$ cat src/hw/rtl/chol_pkg.sv
// ----------------------------------------------------------------------------
// chol_pkg
// shared constants and a saturation helper for the cholesky factorization block
// ----------------------------------------------------------------------------
package chol_pkg;

    localparam int unsigned DATA_W = 32;
    localparam int unsigned FRAC_W = 16;
    localparam int unsigned SIZE_W = 4;

    localparam logic signed [DATA_W-1:0] SAT_MAX = 32'sh7fff_ffff;
    localparam logic signed [DATA_W-1:0] SAT_MIN = 32'sh8000_0000;

    // saturate a wide signed value into the 32-bit q16.16 range
    function automatic logic signed [DATA_W-1:0] sat_q16(input logic signed [63:0] x);
        logic signed [DATA_W-1:0] res;
        if (x > 64'sd2147483647) begin
            res = SAT_MAX;
        end else if (x < -64'sd2147483648) begin
            res = SAT_MIN;
        end else begin
            res = x[DATA_W-1:0];
        end
        return res;
    endfunction

endpackage

$ cat src/hw/rtl/chol_div.sv
// ----------------------------------------------------------------------------
// chol_div
// restoring divider, (num * 2^16) / den truncated toward zero, saturated
// ----------------------------------------------------------------------------
module chol_div
    import chol_pkg::*;
(
    input  logic                     i_clk,
    input  logic                     i_rst_n,
    input  logic                     i_start,
    input  logic signed [DATA_W-1:0] i_num,
    input  logic [23:0]              i_den,
    output logic                     o_done,
    output logic signed [DATA_W-1:0] o_quot
);

    // dividend magnitude is at most 2^47, held in 48 bits
    logic [47:0] r_dvd;
    logic [24:0] r_rem;
    logic [47:0] r_q;
    logic [23:0] r_den;
    logic        r_neg;
    logic [5:0]  r_cnt;
    logic        r_busy;
    logic        r_done;

    logic [31:0] w_mag;
    logic [24:0] w_sh;
    logic signed [63:0] w_signed;

    assign w_mag = i_num[DATA_W-1] ? 32'(-i_num) : 32'(i_num);
    assign w_sh  = {r_rem[23:0], r_dvd[47]};

    always_ff @(posedge i_clk) begin
        if (!i_rst_n) begin
            r_busy <= 1'b0;
            r_done <= 1'b0;
            r_cnt  <= '0;
        end else begin
            r_done <= 1'b0;
            if (i_start) begin
                r_busy <= 1'b1;
                r_cnt  <= 6'd47;
                r_dvd  <= {w_mag, 16'd0};
                r_rem  <= '0;
                r_q    <= '0;
                r_den  <= i_den;
                r_neg  <= i_num[DATA_W-1];
            end else if (r_busy) begin
                r_dvd <= {r_dvd[46:0], 1'b0};
                if (w_sh >= {1'b0, r_den}) begin
                    r_rem <= w_sh - {1'b0, r_den};
                    r_q   <= {r_q[46:0], 1'b1};
                end else begin
                    r_rem <= w_sh;
                    r_q   <= {r_q[46:0], 1'b0};
                end
                if (r_cnt == 6'd0) begin
                    r_busy <= 1'b0;
                    r_done <= 1'b1;
                end else begin
                    r_cnt <= r_cnt - 6'd1;
                end
            end
        end
    end

    assign w_signed = r_neg ? -$signed({16'd0, r_q}) : $signed({16'd0, r_q});
    assign o_quot   = sat_q16(w_signed);
    assign o_done   = r_done;

endmodule

$ cat config.mk
export PLATFORM = sky130hd
export DESIGN_NAME = chol_div
export DESIGN_NICKNAME = d
export VERILOG_FILES = /design/src/hw/rtl/chol_pkg.sv /design/src/hw/rtl/chol_div.sv
export SDC_FILE = /design/constraint.sdc
export NUM_CORES = 1
export LEC_CHECK = 0
export ABC_AREA = 0
export BUFFER_PORTS_ARGS = -buffer_cell sky130_fd_sc_hd__clkbuf_2
export CORE_ASPECT_RATIO = 1.25
export CORE_MARGIN = 5
export CORE_UTILIZATION = 60
export DETAILED_ROUTE_END_ITERATION = 8
export PLACE_DENSITY = 0.93
export SETUP_SLACK_MARGIN = 0.2
export SLEW_MARGIN = 25
export SYNTH_ARGS = -nofsm -noshare
export SYNTH_HDL_FRONTEND = slang
export SYNTH_SLANG_ARGS = --single-unit
$ cat constraint.sdc
create_clock -name i_clk -period 5.85 [get_ports i_clk]
set_input_delay 0.585 -clock i_clk [delete_from_list [all_inputs] [get_ports i_clk]]
set_output_delay 0.585 -clock i_clk [all_outputs]
set_load 0.01 [all_outputs]
=== Word-level counts from Yosys, hierarchy flattened ===
Cells that the tools add are included.
Widths: inputs -> output; s select.

* Register bits after elaboration: 152
* Output and inout port bits: 33
* Word-level logic and storage cells: 46

* $add $sub $neg: 4
* Order comparisons: 3
* Equality and inequality tests: 1
* Muxes and demuxes: 17
* Bitwise gates (word level): 3
* Reduce and logical (&&, ||, !) cells: 8

{| class="wikitable"
|+ Operators with widths
! cell !! number
|-
| $mux 48 || 3
|-
| $mux 32 || 3
|-
| $gt 64x32->1 const B || 1
|-
| $lt 64x32->1 const B || 1
|-
| $mux 64 || 1
|-
| $neg 48->64 || 1
|-
| $mux 24 || 2
|-
| $neg 32->32 || 1
|-
| $ge 25x24->1 || 1
|-
| $sub 24x24->24 || 1
|-
| $mux 6 || 3
|-
| $reduce_and 2->1 || 4
|-
| $logic_not 6->1 || 1
|-
| $sub 6x1->6 const B || 1
|-
| $mux 1 || 5
|-
| $not 1->1 || 3
|-
| $reduce_or 3->1 || 1
|-
| $ne 2x2->1 const B || 1
|-
| $reduce_bool 2->1 || 1
|-
| $reduce_or 2->1 || 1
|}

=== Logic depth before layout (Yosys ltp) ===
* Depth after elaboration: 5
* Gate-level depth with buffers: 13

=== Worst setup path after synthesis ===
No wires, ideal clock.

* Kind: reg-to-output
* From: register r_q[25]
* To: output o_quot[21]
* Arrival: 3825 ps
* Data required time: 5265 ps
* Setup slack: 1440 ps
* Stages on the path, launching flop included: 12
* Path buffers: 2
* Cells stage by stage: edfxtp_1 -> or4_4 -> or4_4 -> or4_4 -> buf_6 -> o31ai_1 -> xor2_1 -> or4_1 -> nor4b_2 -> nor2b_1 -> clkbuf_1 -> o21ai_1

* Cells in the longest elaborated chain, start to end: 5
* Elaborated cells on any way between the ends: 6
* Classes of those cells: 1 x add/sub; 2 x order compare; 3 x mux

{| class="wikitable"
|+ RTL lines
! item !! RTL line !! source
|-
| start: declaration || chol_div.sv:20 || <nowiki>logic [47:0] r_q;</nowiki>
|-
| start signal: assignment || chol_div.sv:53 || <nowiki>r_q <= {r_q[46:0], 1'b1};</nowiki>
|-
| start signal: assignment || chol_div.sv:56 || <nowiki>r_q <= {r_q[46:0], 1'b0};</nowiki>
|-
| $neg 48->64 || chol_div.sv:68 || <nowiki>assign w_signed = r_neg ? -$signed({16'd0, r_q}) : $signed({16'd0, r_q});</nowiki>
|-
| $mux 64 * || chol_div.sv:68 ||
|-
| $lt 64x32->1 || chol_pkg.sv:19 || <nowiki>end else if (x < -64'sd2147483648) begin</nowiki>
|-
| $mux 32 || chol_pkg.sv:19 ||
|-
| $mux 32 * || chol_pkg.sv:17 || <nowiki>if (x > 64'sd2147483647) begin</nowiki>
|-
| end: declaration || chol_div.sv:14 || <nowiki>output logic signed [DATA_W-1:0] o_quot</nowiki>
|}

Every way passes the cells marked *; elsewhere a longest branch is shown, timed or not.

=== Final worst setup path ===
* From: register r_q[25]
* To: output o_quot[12]

The elaborated chain is that of the path after synthesis.

==> flow_metrics.py <==
metrics = {
    "logic_synthesis": {
        "postSynthNetCount": 923,
        "synth_area_mm2": 0.008529,
        "synth_edf_count": 129,
        "async_reset_ff_share_pct": 0,
        "ys_types": 64,
        "syn_area_per_cell_um2": 10.21,
        "synth_warnings": 0,
        "synth_seq_cells": 137,
        "yosysSeqAreaShare_pct": 47.29,
        "syn_inst": 835,
        "synthFlopType": "edfxtp_1",
    },
    "setup_path": {
        "r2r_cells": 11,
        "cp_max_fo": 30,
        "max_stage_delay_ns": 0.62,
        "r2r_setup_slack_ns": 1.81,
        "crit_family": "simple AND/OR/NAND/NOR gates",
        "critical_path.startpoint_type": "flip-flop",
        "rr_endpoint": "r_rem[10]",
        "critical_path.startpoint": "r_q[25]",
        "critPathKind": "flip-flop to output port",
        "crit_cells": 11,
        "cpMostUsedCell": "or4_4",
        "crit_end": "o_quot[12]",
        "required_ns": 5.27,
        "crit_chain": "or4_4, or4_4, or4_4, o31ai_1, xor2_1, or4_1, nor4b_2, nor2b_2, buf_4, o21ai_1, clkbuf_2",
        "cp-end-kind": "output port",
        "arrival_ns": 4.57,
        "reg2reg_from": "r_rem[0]",
        "crit_buf_inv": 2,
        "cp_slowest_cell": "or4_4",
    },
    "cells_and_area": {
        "drive_gt1_share_pct": 15.18,
        "layoutNonFillerInstCount": 1097,
        "syn_to_final_growth_pct": 12.64,
        "fin_util_pct": 69.26,
        "nets": 998,
        "final_cell_mix": "edfxtp_1 (129), clkbuf_2 (90), nor2_1 (73)",
        "final_common_cell": "edfxtp_1",
        "n_fill_cell": 1002,
        "diodes": 0,
    },
    "route": {
        "wl_per_cell_um": 16.06,
        "vias": 6562,
        "wl_mm": 17.61,
        "vias_per_cell": 5.982,
        "post-route-drc-count": 0,
        "drt_first_pass_iters": 6,
        "drt_iter0_markers": 563,
        "antenna_left": 0,
    },
    "timing": {
        "fin_skew_ns": 0.007205,
        "fin_ws_ns": 0.6940,
        "rsz0062_at_grt": "no",
        "drv_slew": 0,
        "hold_violations": 0,
        "worst_pin_slew_ns": 0.8097,
        "fin_crit_ns": 5.156,
        "relSlewSlack_pct": 46.02,
        "fin_setup_tns_ns": 0,
        "fmax_mhz": 193.9,
        "min_period_over_period_pct": 88.14,
        "setup_viol": 0,
    },
    "grt": {
        "track_usage_pct": 21.62,
        "grt_max_degree": 78,
        "overflow": 0,
        "grt_pass1_wl_mm": 29.14,
        "grt_pass1_vias": 6151,
        "antenna_found_initial": 0,
    },
    "clock_tree": {
        "post_cts_resized": 0,
        "clock_latency_ns": 0.41,
        "cts_max_path_buffers": 2,
        "cts_hold_buf": 0,
        "root_buffer": "clkbuf_16",
        "clock_sinks": 137,
        "cts_tree": "built",
        "cts_made_buffers": 17,
        "path_clk_slew_ns": 0.06,
        "postCtsSetupBuffers": 0,
        "h-tree-depth": 4,
    },
    "power": {
        "peakVddDrop_uv": 292.5,
        "power_density_mw_per_mm2": 286.5,
        "p_leak_nw": 3.793,
    },
    "die": {
        "dieHeight_um": 143.3,
        "start_util_pct": 61.48,
        "coreArea_mm2": 0.01387,
        "die_w_um": 116.6,
        "die-area_mm2": 0.01672,
        "io_pins": 92,
        "fp-row-count": 48,
    },
    "placement": {
        "post-dp-hpwl_mm": 11.75,
        "port_buffers": 91,
        "dp_worst_setup_slack_ns": 1.161,
        "gp_congestion": 0.9034,
        "dp.cells": 1066,
    },
    "hold_path": {
        "hp-class": "input pin to flip-flop",
    },
    "run": {
        "drv_cap": 0,
    },
    "run_status": {
        "outcome": "completed",
    },
}
[kinds of logic (layout without fill, tap and decap cells)]
| kind of cell | Yosys count | count (layout) | share of synthesized area (%) |
|---|---|---|---|
| simple gates | 272 | 272 | 17.13 |
| compound gates | 202 | 202 | 15.27 |
| flops | 137 | 137 | 47.29 |
| xor+xnor | 91 | 91 | 9.344 |
| buf+inv | 83 | 170 | 4.137 |
| fa+ha+maj | 29 | 29 | 4.342 |
| mux | 21 | 21 | 2.479 |
[power by group]
| part | internal (W) | switching [W] | total (W) |
|---|---|---|---|
| combinational | 0.000227 | 0.000314 | 0.000542 |
| sequential | 0.00117 | 0.0000491 | 0.00122 |
| clock | 0.000618 | 0.000376 | 0.000994 |
| total | 0.00201 | 0.000739 | 0.00275 |
[how the worst min path moves through the flow]
stage	startpoint	endpoint	slack (ns)	cells after the start
global route	i_den[4]	r_den[4]	0.33	1
global placement	r_dvd[44]	r_dvd[45]	0.53	1
floorplan	r_busy	o_done	0.50	1
CTS	i_den[5]	r_den[5]	0.34	1
detailed placement	r_busy	o_done	0.53	1
finish	i_den[23]	r_den[23]	0.35	1
[cells in the mapped netlist (3+ instances only)]
master,n,area share [%]
nor4_1,11,0.81
nand3_1,11,0.65
nor2_1,73,3.2
and3_1,4,0.29
buf_6,4,0.53
nand3b_1,5,0.44
a31oi_1,3,0.22
o2111ai_1,4,0.41
or2_2,6,0.44
or4_4,3,0.40
a21o_1,9,0.79
buf_1,3,0.13
a211oi_1,11,0.97
or3_1,15,1.1
mux2i_1,20,2.3
nand4b_1,3,0.31
nor3b_1,3,0.26
and2_1,4,0.29
inv_1,43,1.9
ha_1,28,4.1
o21ai_1,29,1.7
nand2b_1,4,0.29
o31ai_1,20,1.8
nand2_1,44,1.9
nor2b_1,53,3.9
o21a_1,13,1.1
xor2_1,70,7.2
o211ai_1,4,0.35
nor3_1,10,0.59
dfxtp_1,8,1.9
o41ai_1,12,1.2
a21oi_1,47,2.8
o21bai_1,3,0.26
xnor2_1,21,2.2
or4_1,10,0.88
o21ai_0,30,1.8
clkbuf_1,32,1.4
edfxtp_1,129,45
[registers in the layout (all words and copies together), names as in the netlist]
signal  cells
r_q        48
r_dvd      32
r_den      24
r_rem      24
r_cnt       6
o_done      1
r_busy      1
r_neg       1
[metrics by stage]
stage,total power [W],hold slack (ns),cell area (µm²)
6_report,0.002753,0.3477,9608
5_1_grt,0.002888,0.3272,9608
3_5_place_dp,0.001763,0.5318,9062
4_1_cts,0.002761,0.3368,9607
2_1_floorplan,0.001629,0.4994,8529
3_3_place_gp,0.001742,0.5304,9062
[routing by layer]
metal | wire [µm] | track usage (%) | part of all wire [%] | vias to the layer above
met4 | 339 | 7.971 | 1.9 | 0
li1 | - | - | - | 3216
met3 | 911 | 4.128 | 5.2 | 35
met5 | 0 | 0 | 0 | -
met1 | 7474 | 27.85 | 42 | 3110
met2 | 8888 | 36.32 | 50 | 201
[worst reg2reg max path, cell delays in order, from the launching register on]
cell and delay, ns:
edfxtp_1 0.42, ha_1 0.32, nor2b_1 0.17, o211ai_1 0.11, and3b_1 0.19, o31ai_1 0.62, a211oi_1 0.26, a311oi_1 0.40
nand2b_1 0.57, buf_4 0.39, nor2_1 0.08, a211oi_1 0.31
[final cells by class]
type	count	area (µm²)	area share, %
multi-input combinational	615	4154	43.23
clock buffer	21	440.4	4.584
tap	175	219.0	2.279
inverter	43	161.4	1.680
timing repair buffer	96	495.5	5.157
sequential	137	4034	41.98
clock inverter	10	103.9	1.081
(Power assumes the default switching activity.)
