## config.mk

```make
export PLATFORM = sky130hd
export DESIGN_NAME = chol_sqrt
export DESIGN_NICKNAME = d
export VERILOG_FILES = /design/src/hw/rtl/chol_pkg.sv /design/src/hw/rtl/chol_sqrt.sv
export SDC_FILE = /design/constraint.sdc
export NUM_CORES = 1
export LEC_CHECK = 0
export BUFFER_PORTS_ARGS = -buffer_cell sky130_fd_sc_hd__buf_4
export CORE_UTILIZATION = 35
export DETAILED_ROUTE_END_ITERATION = 7
export SLEW_MARGIN = 20
export SYNTH_ARGS = -nofsm -noshare
export SYNTH_HDL_FRONTEND = slang
export SYNTH_SLANG_ARGS = --single-unit
```

## constraint.sdc

```tcl
create_clock -name i_clk -period 9.6 [get_ports i_clk]
set_clock_uncertainty 0.2 [all_clocks]
set_input_delay 0.96 -clock i_clk [delete_from_list [all_inputs] [get_ports i_clk]]
set_output_delay 0.96 -clock i_clk [all_outputs]
set_load 0.01 [all_outputs]
```

## src/hw/rtl/chol_pkg.sv

```systemverilog
// ----------------------------------------------------------------------------
// chol_pkg
// shared constants and a saturation helper for the cholesky factorization block
// ----------------------------------------------------------------------------
package chol_pkg;

    localparam int unsigned DATA_W = 32;
    localparam int unsigned FRAC_W = 16;
    localparam int unsigned SIZE_W = 4;

    localparam logic signed [DATA_W-1:0] SAT_MAX = 32'sh7fff_ffff;
    localparam logic signed [DATA_W-1:0] SAT_MIN = 32'sh8000_0000;

    // saturate a wide signed value into the 32-bit q16.16 range
    function automatic logic signed [DATA_W-1:0] sat_q16(input logic signed [63:0] x);
        logic signed [DATA_W-1:0] res;
        if (x > 64'sd2147483647) begin
            res = SAT_MAX;
        end else if (x < -64'sd2147483648) begin
            res = SAT_MIN;
        end else begin
            res = x[DATA_W-1:0];
        end
        return res;
    endfunction

endpackage

```

## src/hw/rtl/chol_sqrt.sv

```systemverilog
// ----------------------------------------------------------------------------
// chol_sqrt
// bit-serial integer square root, floor(sqrt(x)), one result bit per cycle
// ----------------------------------------------------------------------------
module chol_sqrt
    import chol_pkg::*;
(
    input  logic        i_clk,
    input  logic        i_rst_n,
    input  logic        i_start,
    input  logic [47:0] i_radicand,
    output logic        o_done,
    output logic [23:0] o_root
);

    logic [47:0] r_rem;
    logic [47:0] r_x;
    logic [23:0] r_root;
    logic [4:0]  r_cnt;
    logic        r_busy;
    logic        r_done;

    logic [49:0] w_trial;
    logic [49:0] w_rem_sh;

    always_comb begin
        w_rem_sh = {r_rem, r_x[47:46]};
        w_trial  = {24'd0, r_root, 2'b01};
    end

    always_ff @(posedge i_clk) begin
        if (!i_rst_n) begin
            r_busy <= 1'b0;
            r_done <= 1'b0;
            r_cnt  <= '0;
        end else begin
            r_done <= 1'b0;
            if (i_start) begin
                r_busy <= 1'b1;
                r_cnt  <= 5'd23;
                r_rem  <= '0;
                r_x    <= i_radicand;
                r_root <= '0;
            end else if (r_busy) begin
                r_x <= {r_x[45:0], 2'b00};
                if (w_rem_sh >= w_trial) begin
                    r_rem  <= 48'(w_rem_sh - w_trial);
                    r_root <= {r_root[22:0], 1'b1};
                end else begin
                    r_rem  <= w_rem_sh[47:0];
                    r_root <= {r_root[22:0], 1'b0};
                end
                if (r_cnt == 5'd0) begin
                    r_busy <= 1'b0;
                    r_done <= 1'b1;
                end else begin
                    r_cnt <= r_cnt - 5'd1;
                end
            end
        end
    end

    assign o_done = r_done;
    assign o_root = r_root;

endmodule

```

# Word-level counts from Yosys, hierarchy flattened
# Index checks and enable logic that the tools add are counted.
# Widths: inputs -> output; s select.
[classes]
addsub = 2
magnitude_cmp = 1
n_eq_ne = 1
muxes = 13
bitwise = 3
reduce_logical = 7
[ops]
columns = ["cell", "n"]
rows = [
  ["$mux 48", 4],
  ["$ge 50x26->1", 1],
  ["$sub 48x26->48", 1],
  ["$mux 24", 1],
  ["$mux 5", 3],
  ["$reduce_and 2->1", 3],
  ["$logic_not 5->1", 1],
  ["$mux 1", 5],
  ["$sub 5x1->5 const B", 1],
  ["$not 1->1", 3],
  ["$reduce_or 3->1", 1],
  ["$ne 2x2->1 const B", 1],
  ["$reduce_bool 2->1", 1],
  ["$reduce_or 2->1", 1],
]
[totals]
reg_bits = 127

# Logic depth before layout (Yosys ltp)
# Gate-level depths: netlist (run 1).
[logic_depth]
word_depth = 4
depth_mapped = 13

# Least setup slack after synthesis (run 1)
# No wires, ideal clock.
[synth_timing]
path_kind = "input to register"
start = "in i_start"
end = "reg r_root[0] (netlist: o_root[0]), enable pin"
setup_ns = 0.490
arrival_ns = 4.189
t_required_ns = 8.910
slack_ns = 4.721
path_stages = 3
cell_sequence = "clkbuf_1 clkbuf_1 o21a_1"
[synth_between]
elab_chain_cells = 2
[synth_rtl]
columns = ["element", "line_no", "source"]
rows = [
  ["start: declaration", "chol_sqrt.sv:10", "input logic i_start,"],
  ["$reduce_bool 2->1 (no line)", "n/a", ""],
  ["$reduce_and 2->1 (no line)", "n/a", ""],
  ["end signal: assignment", "chol_sqrt.sv:48", "r_root <= {r_root[22:0], 1'b1};"],
  ["end signal: assignment", "chol_sqrt.sv:51", "r_root <= {r_root[22:0], 1'b0};"],
  ["end: declaration", "chol_sqrt.sv:18", "logic [23:0] r_root;"],
]
# No other way between the ends.
# A chain may end at the register's enable or synchronous reset.

# Worst setup path in the final report (run 1)
[layout_timing]
start = "reg r_rem[11]"
end = "reg r_rem[19] (data pin)"
[layout_between]
elab_chain_cells = 3
word_cells_on_any_way = 4
classes_between = "add/sub (1); order compare (1); mux (2)"
[layout_rtl]
columns = ["element", "line_no", "source"]
rows = [
  ["start: declaration", "chol_sqrt.sv:16", "logic [47:0] r_rem;"],
  ["start signal: assignment", "chol_sqrt.sv:47", "r_rem <= 48'(w_rem_sh - w_trial);"],
  ["start signal: assignment", "chol_sqrt.sv:50", "r_rem <= w_rem_sh[47:0];"],
  ["$sub 48x26->48 / $ge 50x26->1 (equally long branches)", "chol_sqrt.sv:47, chol_sqrt.sv:46", ""],
  ["$mux 48 (*)", "chol_sqrt.sv:46", "if (w_rem_sh >= w_trial) begin"],
  ["$mux 48 (*)", "chol_sqrt.sv:44", "end else if (r_busy) begin"],
]
# Every way passes the cells marked *; elsewhere a longest branch is shown, timed or not. The select of a mux whose other input is x is not followed.

==> results.json, run 1 <==
{
  "dpl-instance-area_um2": 8080,
  "synth_nets": 735,
  "worst_hold_path_type": "register to register",
  "postCtsSetupBuffers": 0,
  "dominantRegCellSynth": "sky130_fd_sc_hd__edfxtp_1",
  "numCtsBuffers": 17,
  "netlist-cell-type-count": 60,
  "number_of_global_route_vias_before_repair": 5036,
  "synth-warning-count": 0,
  "synthArstFlopShare_pct": 0,
  "route.detailed.drc": 0,
  "syn_inst": 656,
  "cts.htree.levels": 4,
  "setup_ws_final_ps": 5410,
  "timing.critical_path.fanout_max": 19,
  "layout.cell_area.non_filler_um2": 8650,
  "clk-insertion-delay-late_ps": 420,
  "cts.hold.buffers_added": 0,
  "synth.ff_latch_count": 127,
  "total_global_route_track_usage_pct": 14.9,
  "worst_slew_margin_rel_pct": 32.8,
  "cp-end-kind": "register",
  "worstMarginPinSlew_ps": 1010,
  "maxCapViolations": 0,
  "grt_util_met1_pct": 20.7,
  "nNetsFinal": 803,
  "unrepaired_setup_endpoints_after_global_routing": "false",
  "fin_tns_setup_ps": 0,
  "report.final.setup_viol": 0,
  "status": "finished, final reports clean",
  "grt_first_pass_wirelength_um": 25300,
  "antenna_found_initial": 0,
  "use_met2_pct": 21.7,
  "placementRows": 52,
  "cts.sinks": 127,
  "timing.final.crit_share_pct": 43.6,
  "power_per_cell_area_nw_per_um2": 187,
  "cts_tree": "done",
  "dr_total_vias": 5156,
  "resized_gates_after_cts": 0,
  "drt-pass1-iter-count": 5,
  "grt_remaining_overflow": 0,
  "diodes": 0,
  "cellLeakagePower_nw": 3.34,
  "final-hold-violation-count": 0,
  "syn-cell-area_um2": 7270,
  "pre_cts_slack_ps": 5420,
  "ir_drop_v": 0.000118,
  "fmax_mhz": 239,
  "ant_nets": 0,
  "vias_per_cell": 5.12,
  "syn_to_final_growth_pct": 18.9,
  "synth_top_cell_area_share_pct": 49.5,
  "layout.core_utilization_pct": 42.6,
  "grt_max_degree": 84,
  "detail_route.iter0.violations": 302,
  "ys_seq_area_share_pct": 51.5,
  "worstPathRequired_ps": 9540,
  "path_clk_slew_ps": 70,
  "grt.busiest_layer": "met2",
  "initial_utilization_pct": 35.8,
  "finalWirelength_um": 15300,
  "setup_crit_path_kind": "register to register",
  "boundaryPins": 76,
  "drive_above_1_share_pct": 22.7,
  "slew_violations": 0,
  "clk_root_buffer_cell": "sky130_fd_sc_hd__clkbuf_16",
  "timing.critical_path.from_type": "register",
  "numPortBuffers": 75,
  "period_needed_ps": 4190,
  "fp.coreArea_um2": 20300,
  "dieHeight_um": 146,
  "place_congestion": 0.855,
  "synth_enable_flop_cells": 120,
  "chipWidth_um": 146,
  "finalNonFillerCells": 1007,
  "cts_max_path_buffers": 2,
  "die_area_um2": 21400,
  "grt_util_met3_pct": 5.25,
  "place.detailed.instances": 975,
  "timing.critical_path.arrival_ps": 4120,
  "syn_area_per_cell_um2": 11.1,
  "route.detailed.wl_per_inst_um": 15.2,
  "fillers": 1955,
  "synth_top_area_cells": "sky130_fd_sc_hd__edfxtp_1 50%, sky130_fd_sc_hd__mux2_2 7.1%, sky130_fd_sc_hd__ha_1 4.8%",
  "detailed_place_hpwl_um": 10500,
  "post-synth-top-area-cell": "sky130_fd_sc_hd__edfxtp_1"
}
## synthesized netlist by cell type (8+ instances only)
library cell / number
sky130_fd_sc_hd__xnor2_1: 23
sky130_fd_sc_hd__edfxtp_1: 120
sky130_fd_sc_hd__nand2_1: 38
sky130_fd_sc_hd__ha_1: 28
sky130_fd_sc_hd__clkbuf_1: 16
sky130_fd_sc_hd__o21ai_0: 18
sky130_fd_sc_hd__nand4_1: 8
sky130_fd_sc_hd__o21bai_1: 11
sky130_fd_sc_hd__mux2i_1: 19
sky130_fd_sc_hd__nor3_1: 9
sky130_fd_sc_hd__or3_1: 12
sky130_fd_sc_hd__a21o_1: 8
sky130_fd_sc_hd__o21a_1: 8
sky130_fd_sc_hd__a21oi_1: 46
sky130_fd_sc_hd__inv_1: 37
sky130_fd_sc_hd__mux2_2: 46
sky130_fd_sc_hd__xor2_1: 11
sky130_fd_sc_hd__nor2_1: 85
## cell families after synthesis
family,count (synthesis),synth area share [%]
xor+xnor,34,4.09
mux,68,10.2
buf+inv,66,3.65
flops,127,51.5
fa+ha+maj,28,4.82
simple gates,206,14.1
compound gates,127,11.7
## critical path, stage by stage (launching register included)
cell and delay, ps:
sky130_fd_sc_hd__edfxtp_1 400, sky130_fd_sc_hd__ha_1 460, sky130_fd_sc_hd__nand4_2 180, sky130_fd_sc_hd__or4_1 550, sky130_fd_sc_hd__a21oi_1 170, sky130_fd_sc_hd__nor4_1 110, sky130_fd_sc_hd__o221ai_4 460, sky130_fd_sc_hd__or2_1 640
sky130_fd_sc_hd__buf_4 410, sky130_fd_sc_hd__mux2i_1 240, sky130_fd_sc_hd__nor2_1 50
## registers in the layout, summed over array words and instances, names as in the netlist
name    cells
o_root     24
o_done      1
r_rem      48
r_busy      1
r_cnt       5
r_x        48
## where the power goes
| part | switching (W) | internal (W) | total [W] | leakage [nW] |
|---|---|---|---|---|
| sequential | 0.0000237 | 0.000662 | 0.000686 | 1.22 |
| combinational | 0.000174 | 0.000133 | 0.000307 | 1.85 |
| clock | 0.000283 | 0.000344 | 0.000627 | 0.273 |
## per-stage QoR
stage          total power [W]  hold WS (ps)
6_report               0.00162           328
2_1_floorplan         0.000922           262
5_1_grt                0.00170           344
3_3_place_gp           0.00100           307
3_5_place_dp           0.00100           309
4_1_cts                0.00164           325
## final cells by class
cell class,instances,area (um2),share of cell area [%]
well taps,270,338,3.91
repair buffers,78,586,6.77
multi-input cells,463,3270,37.9
inverters,37,139,1.61
clock inverters,15,143,1.65
clock buffers,17,425,4.92
flip-flops and latches,127,3740,43.3
## path summary, 6_finish.rpt
path                           start                       to  slack (ps)  cells past startpoint
min                r_busy$_SDFF_PN0_        o_done$_SDFF_PP0_         330                      2
min reg2reg        r_busy$_SDFF_PN0_        o_done$_SDFF_PP0_         330                      2
max reg2reg  r_rem[11]$_SDFFCE_PP0P_  r_rem[19]$_SDFFCE_PP0P_        5410                     10
max          r_rem[11]$_SDFFCE_PP0P_  r_rem[19]$_SDFFCE_PP0P_        5410                     10
## per-layer routing
layer,wire length [um],vias to the layer above
met5,0,-
met4,114,0
met3,1010,10
met2,6500,120
met1,7700,2463
li1,-,2563
## placed cells by master (no fill, tap or decap), drive strengths merged, types with 5 or more instances in the layout
cell    count
edfxtp    120
buf        78
nor3        9
xnor2      23
a21oi      46
o21ai      22
o21a        8
dfxtp       7
o211ai      7
xor2       11
o21bai     11
or3        12
a211oi      5
mux2       49
a21o        8
inv        47
nor2b       7
nand4       9
nand3       8
nor2       85
nor4        7
or4         8
mux2i      19
clkbuf     17
nand2      38
ha         28
Power figures use the tool's default switching activity.
==> run 2: changes to the inputs <==
Clock period 9.6 ns to 3.75 ns, I/O delays scaled along.
==> run 2 against run 1 <==
Effect of this change: worst hold slack got worse by 300 ps; worst setup slack got worse by 5200 ps; register-to-register slack got worse by 5200 ps; wire length rose by 3.0%; core utilization rose by 0.96 points; global-route usage rose by 0.63 points; clock power rose to 2.6 times the previous value; power rose to 2.6 times the previous value; die area did not move; critical endpoint is now r_rem[35]$_SDFFCE_PP0P_; largest power group unchanged; highest routed layer unchanged.
==> results.json, run 2 (same netlist as run 1, synthesis figures left out) <==
{
  "status": "finished, final reports clean",
  "worstMarginPinSlew_ps": 822,
  "timing.critical_path.fanout_max": 9,
  "total_power_w": 0.00420,
  "place_congestion": 0.822,
  "dr_total_vias": 5197,
  "ant_nets": 0,
  "setup_crit_path_kind": "register to register",
  "worst_slew_margin_rel_pct": 43.8,
  "fp.coreArea_um2": 20300,
  "timing.final.crit_share_pct": 94.8,
  "nNetsFinal": 822,
  "worst_hold_path_type": "input pin to register",
  "route.detailed.wl_per_inst_um": 15.4,
  "report.final.setup_viol": 0,
  "drive_above_1_share_pct": 25.1,
  "period_needed_ps": 3550,
  "diodes": 0,
  "timing.critical_path.from_type": "register",
  "boundaryPins": 76,
  "unrepaired_setup_endpoints_after_global_routing": "false",
  "cts.sinks": 127,
  "grt_first_pass_wirelength_um": 26400,
  "timing.critical_path.arrival_ps": 3520,
  "finalNonFillerCells": 1026,
  "maxCapViolations": 0,
  "placementRows": 52,
  "vias_per_cell": 5.07,
  "detailed_place_hpwl_um": 11100,
  "regToRegSetupSlack_ps": 200,
  "slew_violations": 0,
  "chipWidth_um": 146,
  "layout.cells.most_common": "sky130_fd_sc_hd__edfxtp_1",
  "die_area_um2": 21400,
  "startpoint_of_the_lowest_slack_hold_path": "i_rst_n",
  "dieHeight_um": 146,
  "cellLeakagePower_nw": 3.45,
  "path_clk_slew_ps": 60,
  "place.detailed.instances": 992,
  "drt-pass1-iter-count": 4,
  "power_per_cell_area_nw_per_um2": 474,
  "cts_tree": "done",
  "ir_drop_v": 0.000292,
  "fin_tns_setup_ps": 0,
  "detail_route.iter0.violations": 234,
  "clk-insertion-delay-late_ps": 420,
  "numPortBuffers": 75,
  "worstPathRequired_ps": 3720,
  "initial_utilization_pct": 35.8,
  "clk_root_buffer_cell": "sky130_fd_sc_hd__clkbuf_16",
  "cp-startpoint": "r_rem[12]$_SDFFCE_PP0P_",
  "grt_remaining_overflow": 0,
  "grt_max_degree": 131,
  "numCtsBuffers": 17,
  "number_of_global_route_vias_before_repair": 5258,
  "cp-end-kind": "register",
  "total_global_route_track_usage_pct": 15.5,
  "cts.htree.levels": 4,
  "cts_max_path_buffers": 2,
  "worst_r2r_startpoint": "r_rem[12]$_SDFFCE_PP0P_",
  "antenna_found_initial": 0,
  "route.detailed.drc": 0,
  "fmax_mhz": 281,
  "layout.cells.most_common_list": "120 x sky130_fd_sc_hd__edfxtp_1, 94 x sky130_fd_sc_hd__buf_4, 85 x sky130_fd_sc_hd__nor2_1",
  "final-hold-violation-count": 0,
  "syn_to_final_growth_pct": 21.6,
  "finalWirelength_um": 15800
}
==> run 2: changes by cell type in the layout (fill, tap and decap cells not counted), sizes merged <==
cell	previous run	this run
inv	47	49
clkinvlp	3	1
buf	78	97
==> run 2: path summary, 6_finish.rpt <==
path,to,cells past startpoint
max reg2reg,r_rem[35]$_SDFFCE_PP0P_,8
min,r_cnt[4]$_SDFFE_PN0P_,2
max,r_rem[35]$_SDFFCE_PP0P_,8
min reg2reg,o_done$_SDFF_PP0_,2
==> run 2: per-layer routing <==
metal,part of all wire (%),vias to the layer above,global-route usage (%)
met5,0,-,0
met4,1.3,0,5.52
li1,-,2597,-
met3,6.3,15,5.09
met2,43,107,22.7
met1,49,2478,21.4
==> run 2: timing repair <==
item                                    CTS  global route
setup buffers                             0             2
hold buffers                              0             0
endpoints found under the setup margin    0            13
gates resized for setup                   0             4
==> run 2: where the power goes <==
group / internal (W) / switching (W)
Combinational: 0.000374 / 0.000456
Sequential: 0.00169 / 0.0000627
Clock: 0.000882 / 0.000726
==> run 2: cell type report <==
class,instances,area [um2]
Fill cell,1981,11500
Sequential cell,127,3740
Multi-Input combinational cell,463,3290
Timing Repair Buffer,97,766
Clock buffer,17,425
Tap cell,270,338
Clock inverter,15,140
Inverter,37,139
==> run 2: per-stage QoR <==
stage                     instance area (um2)  util, %  setup WS, ps  hold WS, ps
after CTS                                8810     43.4           171         20.4
final                                    8840     43.6           195         29.3
after floorplan                          7280        -           293          262
after global placement                   8240     40.6           227          304
after detailed placement                 8240     40.6           165          316
after global routing                     8840     43.6          11.8         20.7
==> run 2: critical path, stage by stage, from the launching register on <==
cell and delay, ps:
sky130_fd_sc_hd__edfxtp_1 400, sky130_fd_sc_hd__ha_1 420, sky130_fd_sc_hd__nand4_2 180, sky130_fd_sc_hd__or4_1 570
sky130_fd_sc_hd__or4_4 550, sky130_fd_sc_hd__nand3_4 170, sky130_fd_sc_hd__o2111ai_4 170, sky130_fd_sc_hd__nor4_1 310
sky130_fd_sc_hd__mux2_1 350
